==> src/psk_pkg.sv <==
// ----------------------------------------------------------------------------
// psk_pkg
// shared types, constants and key maps for the ps/2 scancode keyboard fifo
// ----------------------------------------------------------------------------
package psk_pkg;

  localparam int FIFO_DEPTH = 64;
  localparam int PTR_W      = $clog2(FIFO_DEPTH);
  localparam int OCC_W      = $clog2(FIFO_DEPTH + 1);

  localparam int CHAR_W  = 7;
  localparam int BYTE_W  = 8;
  localparam int COUNT_W = 7;
  localparam int FILL_W  = 7;

  localparam logic [COUNT_W-1:0] READ_MAX = COUNT_W'(64);

  typedef enum logic [1:0] {
    OP_SCAN  = 2'd0,
    OP_READ  = 2'd1,
    OP_CLEAR = 2'd2
  } opcode_t;

  localparam logic [6:0]        KEY_LSHIFT = 7'h2A;
  localparam logic [6:0]        KEY_RSHIFT = 7'h36;
  localparam logic [6:0]        KEY_CTRL   = 7'h1D;
  localparam logic [6:0]        KEY_CAPS   = 7'h3A;
  localparam logic [BYTE_W-1:0] KEY_PREFIX = 8'hE0;
  localparam logic [CHAR_W-1:0] CASE_DELTA = 7'd32;

  localparam logic [CHAR_W-1:0] CH_LOWER_A = 7'h61;
  localparam logic [CHAR_W-1:0] CH_LOWER_Z = 7'h7A;
  localparam logic [CHAR_W-1:0] CH_UPPER_A = 7'h41;
  localparam logic [CHAR_W-1:0] CH_UPPER_Z = 7'h5A;
  localparam logic [CHAR_W-1:0] CH_LOWER_C = 7'h63;
  localparam logic [CHAR_W-1:0] CH_UPPER_C = 7'h43;

  typedef struct packed {
    logic              push;
    logic              intr;
    logic [CHAR_W-1:0] ch;
  } key_evt_t;

  function automatic logic [CHAR_W-1:0] key_map(input logic [6:0] code,
                                                input logic shifted);
    logic [CHAR_W-1:0] p;
    logic [CHAR_W-1:0] s;
    unique case (code)
      7'h02: p = 7'h31;
      7'h03: p = 7'h32;
      7'h04: p = 7'h33;
      7'h05: p = 7'h34;
      7'h06: p = 7'h35;
      7'h07: p = 7'h36;
      7'h08: p = 7'h37;
      7'h09: p = 7'h38;
      7'h0A: p = 7'h39;
      7'h0B: p = 7'h30;
      7'h0C: p = 7'h2D;
      7'h0D: p = 7'h3D;
      7'h0E: p = 7'h08;
      7'h0F: p = 7'h09;
      7'h10: p = 7'h71;
      7'h11: p = 7'h77;
      7'h12: p = 7'h65;
      7'h13: p = 7'h72;
      7'h14: p = 7'h74;
      7'h15: p = 7'h79;
      7'h16: p = 7'h75;
      7'h17: p = 7'h69;
      7'h18: p = 7'h6F;
      7'h19: p = 7'h70;
      7'h1A: p = 7'h5B;
      7'h1B: p = 7'h5D;
      7'h1C: p = 7'h0A;
      7'h1E: p = 7'h61;
      7'h1F: p = 7'h73;
      7'h20: p = 7'h64;
      7'h21: p = 7'h66;
      7'h22: p = 7'h67;
      7'h23: p = 7'h68;
      7'h24: p = 7'h6A;
      7'h25: p = 7'h6B;
      7'h26: p = 7'h6C;
      7'h27: p = 7'h3B;
      7'h28: p = 7'h27;
      7'h29: p = 7'h60;
      7'h2B: p = 7'h5C;
      7'h2C: p = 7'h7A;
      7'h2D: p = 7'h78;
      7'h2E: p = 7'h63;
      7'h2F: p = 7'h76;
      7'h30: p = 7'h62;
      7'h31: p = 7'h6E;
      7'h32: p = 7'h6D;
      7'h33: p = 7'h2C;
      7'h34: p = 7'h2E;
      7'h35: p = 7'h2F;
      7'h37: p = 7'h2A;
      7'h39: p = 7'h20;
      7'h47: p = 7'h37;
      7'h48: p = 7'h38;
      7'h49: p = 7'h39;
      7'h4A: p = 7'h2D;
      7'h4B: p = 7'h34;
      7'h4C: p = 7'h35;
      7'h4D: p = 7'h36;
      7'h4E: p = 7'h2B;
      7'h4F: p = 7'h31;
      7'h50: p = 7'h32;
      7'h51: p = 7'h33;
      7'h52: p = 7'h30;
      7'h53: p = 7'h2E;
      default: p = 7'h00;
    endcase
    if (p >= CH_LOWER_A && p <= CH_LOWER_Z) begin
      s = p - CASE_DELTA;
    end else begin
      unique case (code)
        7'h02: s = 7'h21;
        7'h03: s = 7'h40;
        7'h04: s = 7'h23;
        7'h05: s = 7'h24;
        7'h06: s = 7'h25;
        7'h07: s = 7'h5E;
        7'h08: s = 7'h26;
        7'h09: s = 7'h2A;
        7'h0A: s = 7'h28;
        7'h0B: s = 7'h29;
        7'h0C: s = 7'h5F;
        7'h0D: s = 7'h2B;
        7'h1A: s = 7'h7B;
        7'h1B: s = 7'h7D;
        7'h27: s = 7'h3A;
        7'h28: s = 7'h22;
        7'h29: s = 7'h7E;
        7'h2B: s = 7'h7C;
        7'h33: s = 7'h3C;
        7'h34: s = 7'h3E;
        7'h35: s = 7'h3F;
        default: s = p;
      endcase
    end
    return shifted ? s : p;
  endfunction

  function automatic logic [PTR_W-1:0] ptr_inc(input logic [PTR_W-1:0] ptr);
    return (ptr == PTR_W'(FIFO_DEPTH - 1)) ? '0 : ptr + PTR_W'(1);
  endfunction

endpackage

==> src/psk_ram.sv <==
// ----------------------------------------------------------------------------
// psk_ram
// simple dual-port synchronous ram, one write and one registered read port
// ----------------------------------------------------------------------------
module psk_ram #(
  parameter int DEPTH = 64,
  parameter int WIDTH = 7
) (
  input  logic                     clk,
  input  logic                     we,
  input  logic [$clog2(DEPTH)-1:0] waddr,
  input  logic [WIDTH-1:0]         wdata,
  input  logic                     re,
  input  logic [$clog2(DEPTH)-1:0] raddr,
  output logic [WIDTH-1:0]         rdata
);

  logic [WIDTH-1:0] mem [DEPTH];

  always_ff @(posedge clk) begin
    if (we) begin
      mem[waddr] <= wdata;
    end
  end

  always_ff @(posedge clk) begin
    if (re) begin
      rdata <= mem[raddr];
    end
  end

endmodule

==> src/psk_decode.sv <==
// ----------------------------------------------------------------------------
// psk_decode
// set-1 scancode decoder with shift, ctrl, caps lock and prefix tracking
// ----------------------------------------------------------------------------
module psk_decode (
  input  logic                         clk,
  input  logic                         rst,
  input  logic                         strobe,
  input  logic                         clear,
  input  logic [psk_pkg::BYTE_W-1:0]   scan_byte,
  output psk_pkg::key_evt_t            evt
);

  import psk_pkg::*;

  logic shift_held;
  logic ctrl_held;
  logic caps_active;
  logic prefix_seen;

  logic [6:0]        code;
  logic              rel;
  logic              is_prefix;
  logic              is_shift;
  logic              is_ctrl;
  logic              is_caps;
  logic              is_char;
  logic [CHAR_W-1:0] mapped;
  logic [CHAR_W-1:0] ch;

  assign code      = scan_byte[6:0];
  assign rel       = scan_byte[7];
  assign is_prefix = (scan_byte == KEY_PREFIX);
  assign is_shift  = (code == KEY_LSHIFT) || (code == KEY_RSHIFT);
  assign is_ctrl   = (code == KEY_CTRL);
  assign is_caps   = (code == KEY_CAPS);
  assign mapped    = key_map(code, shift_held);

  always_comb begin
    ch = mapped;
    if (caps_active && mapped >= CH_LOWER_A && mapped <= CH_LOWER_Z) begin
      ch = mapped - CASE_DELTA;
    end else if (caps_active && mapped >= CH_UPPER_A && mapped <= CH_UPPER_Z) begin
      ch = mapped + CASE_DELTA;
    end
  end

  assign is_char = !is_prefix && !prefix_seen && !is_shift && !is_ctrl && !is_caps &&
                   !rel && (mapped != '0);

  assign evt.push = is_char && !ctrl_held;
  assign evt.intr = is_char && ctrl_held && (ch == CH_LOWER_C || ch == CH_UPPER_C);
  assign evt.ch   = ch;

  always_ff @(posedge clk) begin
    if (rst || clear) begin
      shift_held  <= 1'b0;
      ctrl_held   <= 1'b0;
      caps_active <= 1'b0;
      prefix_seen <= 1'b0;
    end else if (strobe) begin
      priority if (is_prefix) begin
        prefix_seen <= 1'b1;
      end else if (prefix_seen) begin
        prefix_seen <= 1'b0;
      end else if (is_shift) begin
        shift_held <= !rel;
      end else if (is_ctrl) begin
        ctrl_held <= !rel;
      end else if (is_caps && !rel) begin
        caps_active <= !caps_active;
      end
    end
  end

endmodule

==> src/ps2_scancode_keyboard_fifo_core.sv <==
// ----------------------------------------------------------------------------
// ps2_scancode_keyboard_fifo_core
// ps/2 set-1 keyboard front end with a character fifo
// ----------------------------------------------------------------------------
// Scancode, clear and unused-opcode words give one result word, loaded into the
// output register at the accept edge. A read gives one result word per character;
// each character is addressed in ST_ADDR, read through the registered ram port and
// loaded into the output register in ST_DATA, which waits on a stalled output; an
// empty or zero-length read gives a single result at once. A new input word is taken
// only when the block is idle and the output register is free or being taken.
// The character ram needs no clearing pass: only occupied entries are read.
module ps2_scancode_keyboard_fifo_core (
  input  logic                          clk,
  input  logic                          rst,
  input  logic                          in_valid,
  output logic                          in_ready,
  input  logic [1:0]                    opcode,
  input  logic [psk_pkg::BYTE_W-1:0]    scan_byte,
  input  logic [psk_pkg::COUNT_W-1:0]   read_count,
  output logic                          out_valid,
  input  logic                          out_ready,
  output logic                          char_valid,
  output logic [psk_pkg::CHAR_W-1:0]    char_code,
  output logic                          interrupt_event,
  output logic                          dropped_full,
  output logic [psk_pkg::FILL_W-1:0]    fill_level,
  output logic                          last
);

  import psk_pkg::*;

  typedef enum logic [2:0] {
    ST_IDLE = 3'b001,
    ST_ADDR = 3'b010,
    ST_DATA = 3'b100
  } state_t;

  state_t             state;
  logic [PTR_W-1:0]   rd_ptr;
  logic [PTR_W-1:0]   wr_ptr;
  logic [OCC_W-1:0]   occ;
  logic [COUNT_W-1:0] remain;

  logic               out_free;
  logic               acc;
  logic               scan_acc;
  logic               clear_acc;
  logic               full;
  logic               push_ok;
  logic [COUNT_W-1:0] want;
  logic               rd_last;
  logic [CHAR_W-1:0]  rdata;
  key_evt_t           evt;

  assign out_free  = !out_valid || out_ready;
  assign in_ready  = (state == ST_IDLE) && out_free;
  assign acc       = in_valid && in_ready;
  assign scan_acc  = acc && (opcode == OP_SCAN);
  assign clear_acc = acc && (opcode == OP_CLEAR);
  assign full      = (occ >= OCC_W'(FIFO_DEPTH));
  assign push_ok   = scan_acc && evt.push && !full;
  assign want      = (read_count > READ_MAX) ? READ_MAX : read_count;
  assign rd_last   = (remain == COUNT_W'(1)) || (occ == OCC_W'(1));

  psk_decode u_decode (
    .clk       (clk),
    .rst       (rst),
    .strobe    (scan_acc),
    .clear     (clear_acc),
    .scan_byte (scan_byte),
    .evt       (evt)
  );

  psk_ram #(
    .DEPTH (FIFO_DEPTH),
    .WIDTH (CHAR_W)
  ) u_ram (
    .clk   (clk),
    .we    (push_ok),
    .waddr (wr_ptr),
    .wdata (evt.ch),
    .re    (state == ST_ADDR),
    .raddr (rd_ptr),
    .rdata (rdata)
  );

  always_ff @(posedge clk) begin
    if (rst) begin
      state     <= ST_IDLE;
      out_valid <= 1'b0;
      rd_ptr    <= '0;
      wr_ptr    <= '0;
      occ       <= '0;
      remain    <= '0;
    end else begin
      if (out_valid && out_ready) begin
        out_valid <= 1'b0;
      end
      unique case (state)
        ST_IDLE: begin
          if (acc) begin
            char_valid      <= 1'b0;
            char_code       <= '0;
            interrupt_event <= 1'b0;
            dropped_full    <= 1'b0;
            last            <= 1'b1;
            fill_level      <= FILL_W'(occ);
            out_valid       <= 1'b1;
            unique case (opcode)
              OP_SCAN: begin
                interrupt_event <= evt.intr;
                dropped_full    <= evt.push && full;
                if (push_ok) begin
                  wr_ptr     <= ptr_inc(wr_ptr);
                  occ        <= occ + OCC_W'(1);
                  fill_level <= FILL_W'(occ + OCC_W'(1));
                end
              end
              OP_READ: begin
                if (want != '0 && occ != '0) begin
                  out_valid <= 1'b0;
                  remain    <= want;
                  state     <= ST_ADDR;
                end
              end
              OP_CLEAR: begin
                rd_ptr     <= '0;
                wr_ptr     <= '0;
                occ        <= '0;
                fill_level <= '0;
              end
              default: begin
              end
            endcase
          end
        end
        ST_ADDR: begin
          state <= ST_DATA;
        end
        ST_DATA: begin
          if (out_free) begin
            out_valid       <= 1'b1;
            char_valid      <= 1'b1;
            char_code       <= rdata;
            interrupt_event <= 1'b0;
            dropped_full    <= 1'b0;
            last            <= rd_last;
            fill_level      <= FILL_W'(occ - OCC_W'(1));
            rd_ptr          <= ptr_inc(rd_ptr);
            occ             <= occ - OCC_W'(1);
            remain          <= remain - COUNT_W'(1);
            state           <= rd_last ? ST_IDLE : ST_ADDR;
          end
        end
        default: begin
          state <= ST_IDLE;
        end
      endcase
    end
  end

endmodule

==> config.mk <==
export PLATFORM = sky130hd
export DESIGN_NAME = ps2_scancode_keyboard_fifo_core
export DESIGN_NICKNAME = d
export VERILOG_FILES = /design/src/psk_pkg.sv /design/src/psk_ram.sv /design/src/psk_decode.sv /design/src/ps2_scancode_keyboard_fifo_core.sv
export SDC_FILE = /design/constraint.sdc
export NUM_CORES = 1
export LEC_CHECK = 0
export CAP_MARGIN = 20
export CORE_MARGIN = 2
export CORE_UTILIZATION = 45
export DETAILED_ROUTE_END_ITERATION = 8
export DONT_BUFFER_PORTS = 1
export GPL_TIMING_DRIVEN = 1
export SKIP_CTS_REPAIR_TIMING = 1
export SLEW_MARGIN = 5
export SYNTH_ARGS = -nofsm -noshare
export SYNTH_HDL_FRONTEND = slang
export SYNTH_SLANG_ARGS = --single-unit
==> constraint.sdc <==
create_clock -name clk -period 8.01 [get_ports clk]
set_input_delay 0.801 -clock clk [delete_from_list [all_inputs] [get_ports clk]]
set_output_delay 0.801 -clock clk [all_outputs]
set_load 0.05 [all_outputs]
==> impl_metrics.json <==
{
  "run_status": "finished clean",
  "grt_antenna_before_repair": 0,
  "p_per_area_nw_per_um2": 216,
  "grt_pass1_vias": 13400,
  "end_kind": "flop",
  "cp_data_required_time_ns": 8.30,
  "skew_ns": 0.0203,
  "post-dp-hpwl_mm": 35.0,
  "synth_area_per_cell_um2": 14.3,
  "hold_violations": 0,
  "layout_worst_path_cycle_share_pct": 69.9,
  "crit_path_frequent_cell": "a211o_1",
  "p_leak_nw": 7.29,
  "synth_cell_types": 91,
  "yosysSeqAreaShare_pct": 65.1,
  "rsz0062_at_grt": "false",
  "syn_nets": 1644,
  "multiInputGateArea_um2": 7470,
  "viasPerCell": 6.01,
  "yosys_warnings": 0,
  "synth_cells": 1601,
  "cts_inserted_buffers": 49,
  "die_height_um": 229,
  "cp_data_arrival_time_ns": 5.89,
  "hp-class": "primary input to flop",
  "slowest_delay_ns": 0.62,
  "port_buffers": 0,
  "slowest_stage": "o211ai_1",
  "drcViolationCount": 0,
  "grt_pass1_wl_mm": 83.7,
  "core.rowCount": 82,
  "clock_latency_ns": 0.58,
  "yosysTopAreaCell": "edfxtp_1",
  "synth_most_common_cell": "edfxtp_1",
  "seqCellArea_um2": 14900,
  "hold_slack_ns": 0.287,
  "slew_violations": 0,
  "max-vdd-ir-drop_mv": 0.182,
  "drt_first_pass_iters": 5,
  "initial_core_util_pct": 45.6,
  "slew_headroom_pct": 26.4,
  "critical_path_class": "primary input to flop",
  "finalWirelength_mm": 54.4,
  "postSynth.asyncResetShare_pct": 0,
  "cp_top_family": "compound AO/OA/AOI/OAI gates",
  "synthesis.area_um2": 22900,
  "nets": 1602,
  "post_drt_wl_per_cell_um": 24.0,
  "clockBufferDepth": 3,
  "synth_area_leaders": "edfxtp_1 62%, mux4_2 6.2%, mux2i_1 4.0%, dfxtp_1 3.0%, a21oi_1 2.5%",
  "num_antenna_cells": 0,
  "fin_tns_setup_ns": 0,
  "ys.flop_type": "edfxtp_1",
  "max-cap-violations": 0,
  "path_max_fanout": 64,
  "core_um2": 50200,
  "drive_gt1_share_pct": 13.4,
  "ant_nets": 0,
  "synth_commonest_cells": "473 x edfxtp_1, 114 x a21oi_1, 103 x nor2_1",
  "synth_enable_flop_cells": 473,
  "fmax_ghz": 0.179,
  "gr-total-overflow": 0,
  "r2r-end": "u_ram.rdata[2]",
  "cts_max_level": 2,
  "worst_hold_startpoint": "rst",
  "start_kind": "primary input",
  "grt_start_max_net_pins": 78,
  "fillers": 4219,
  "gp_congestion": 0.847,
  "finalSetupViolCount": 0,
  "hold_end": "out_valid",
  "synth.top_cell.area_share_pct": 62.1,
  "clkTransAtPathRegs_ns": 0.06,
  "crit_chain": "inv_1 -> ha_1 -> mux2i_2 -> a2111oi_0 -> a211o_1 -> o31a_1 -> a211oi_1 -> o211ai_1 -> o21ai_1 -> nor2b_1 -> inv_1 -> ha_1 -> a211o_1 -> a211o_1 -> o21ai_0 -> a21boi_0 -> xnor2_2 -> buf_4",
  "tightestPinTransition_ns": 1.10,
  "r2r_slack_ns": 4.10,
  "die_x_um": 229,
  "cts_tree": "yes",
  "cts_sinks": 507,
  "cts-root-buf": "clkbuf_16",
  "period_minus_slack_ns": 5.60,
  "area_delta_synth_final_pct": 8.72,
  "die_area_um2": 52600,
  "ys_seq_elements": 507,
  "reg2reg_depth": 7,
  "drt_iter0_markers": 1377,
  "grt_usage_pct": 20.7,
  "r2r-start": "rd_ptr[1]",
  "routed-via-count": 13600,
  "crit_buf_inv": 3,
  "ios": 41,
  "hold_depth": 1
}
[how the worst max path moves through the flow]
stage            startpoint          endpoint  slack (ns)  depth (start not counted)
6_report       scan_byte[1]  u_ram.mem[56][5]        2.41                         18
5_1_grt        scan_byte[1]  u_ram.mem[57][5]        1.98                         18
4_1_cts        scan_byte[1]  u_ram.mem[56][5]        2.48                         18
3_5_place_dp   scan_byte[1]  u_ram.mem[28][5]        1.89                         18
3_3_place_gp   scan_byte[0]  u_ram.mem[57][5]        1.91                         17
2_1_floorplan  scan_byte[1]   u_ram.mem[0][5]        1.19                         18
[layout by cell type, fill, tap and decap left out, types with 11 or more instances in the layout]
cell type	instances
a211oi_1	12
nand2_1	90
nor2_1	102
o21ai_0	71
o221ai_1	33
nor2b_1	24
a31oi_1	11
mux2_2	31
dfxtp_1	31
buf_4	16
a21oi_1	111
clkinv_1	12
clkbuf_1	11
clkbuf_16	49
inv_1	21
nor3_1	20
edfxtp_1	473
o22ai_1	32
mux4_2	63
ha_1	22
mux2i_1	92
nand3_1	24
nand2b_1	20
and3_1	16
[cell type report]
class / instances / share of cell area [%]
clock inverter: 24 / 0.614
tap: 672 / 3.38
multi-input combinational: 960 / 30.1
timing repair buffer: 18 / 0.584
sequential: 507 / 59.9
inverter: 23 / 0.347
clock buffer: 60 / 5.10
[stage by stage]
stage | area, um2 | util [%] | worst slack [ns] | power (W) | std cells
2_1_floorplan | 22900 | - | 1.19 | 0.00322 | 1601
3_3_place_gp | 23400 | 46.7 | 1.91 | 0.00330 | 2179
3_5_place_dp | 23400 | 46.7 | 1.89 | 0.00331 | 2179
4_1_cts | 24900 | 49.5 | 2.48 | 0.00540 | 2263
5_1_grt | 24900 | 49.5 | 1.98 | 0.00552 | 2264
6_report | 24900 | 49.5 | 2.41 | 0.00536 | 2264
[cell families after synthesis]
group	Yosys count	share of synthesized area (%)
compound gates	362	10.2
fa+ha+maj	22	1.20
flops	507	65.1
mux	189	12.0
simple gates	383	8.81
buf+inv	134	2.53
xor+xnor	4	0.153
[power breakdown]
part | internal [W] | total (W) | switching [W]
clock | 0.00115 | 0.00211 | 0.000953
combinational | 0.0000635 | 0.000266 | 0.000203
sequential | 0.00297 | 0.00299 | 0.0000184
[state kept, by name (all words and copies together) (netlist names)]
signal / flops
char_valid: 1
dropped_full: 1
wr_ptr: 6
u_decode.shift_held: 1
u_decode.prefix_seen: 1
u_decode.caps_active: 1
rd_ptr: 6
u_ram.mem: 448
occ: 7
char_code: 7
out_valid: 1
interrupt_event: 1
u_decode.ctrl_held: 1
u_ram.rdata: 7
last: 1
remain: 7
fill_level: 7
state: 3
[routing by layer]
layer  up-vias  global-route usage, %  wire length [um]
li1       6242                      -                 -
met1      6883                   29.7             24600
met2       401                   33.8             26000
met3        77                   2.55              2630
met4         0                   5.15              1140
met5         -                      0                 0
(Power assumes the default switching activity.)
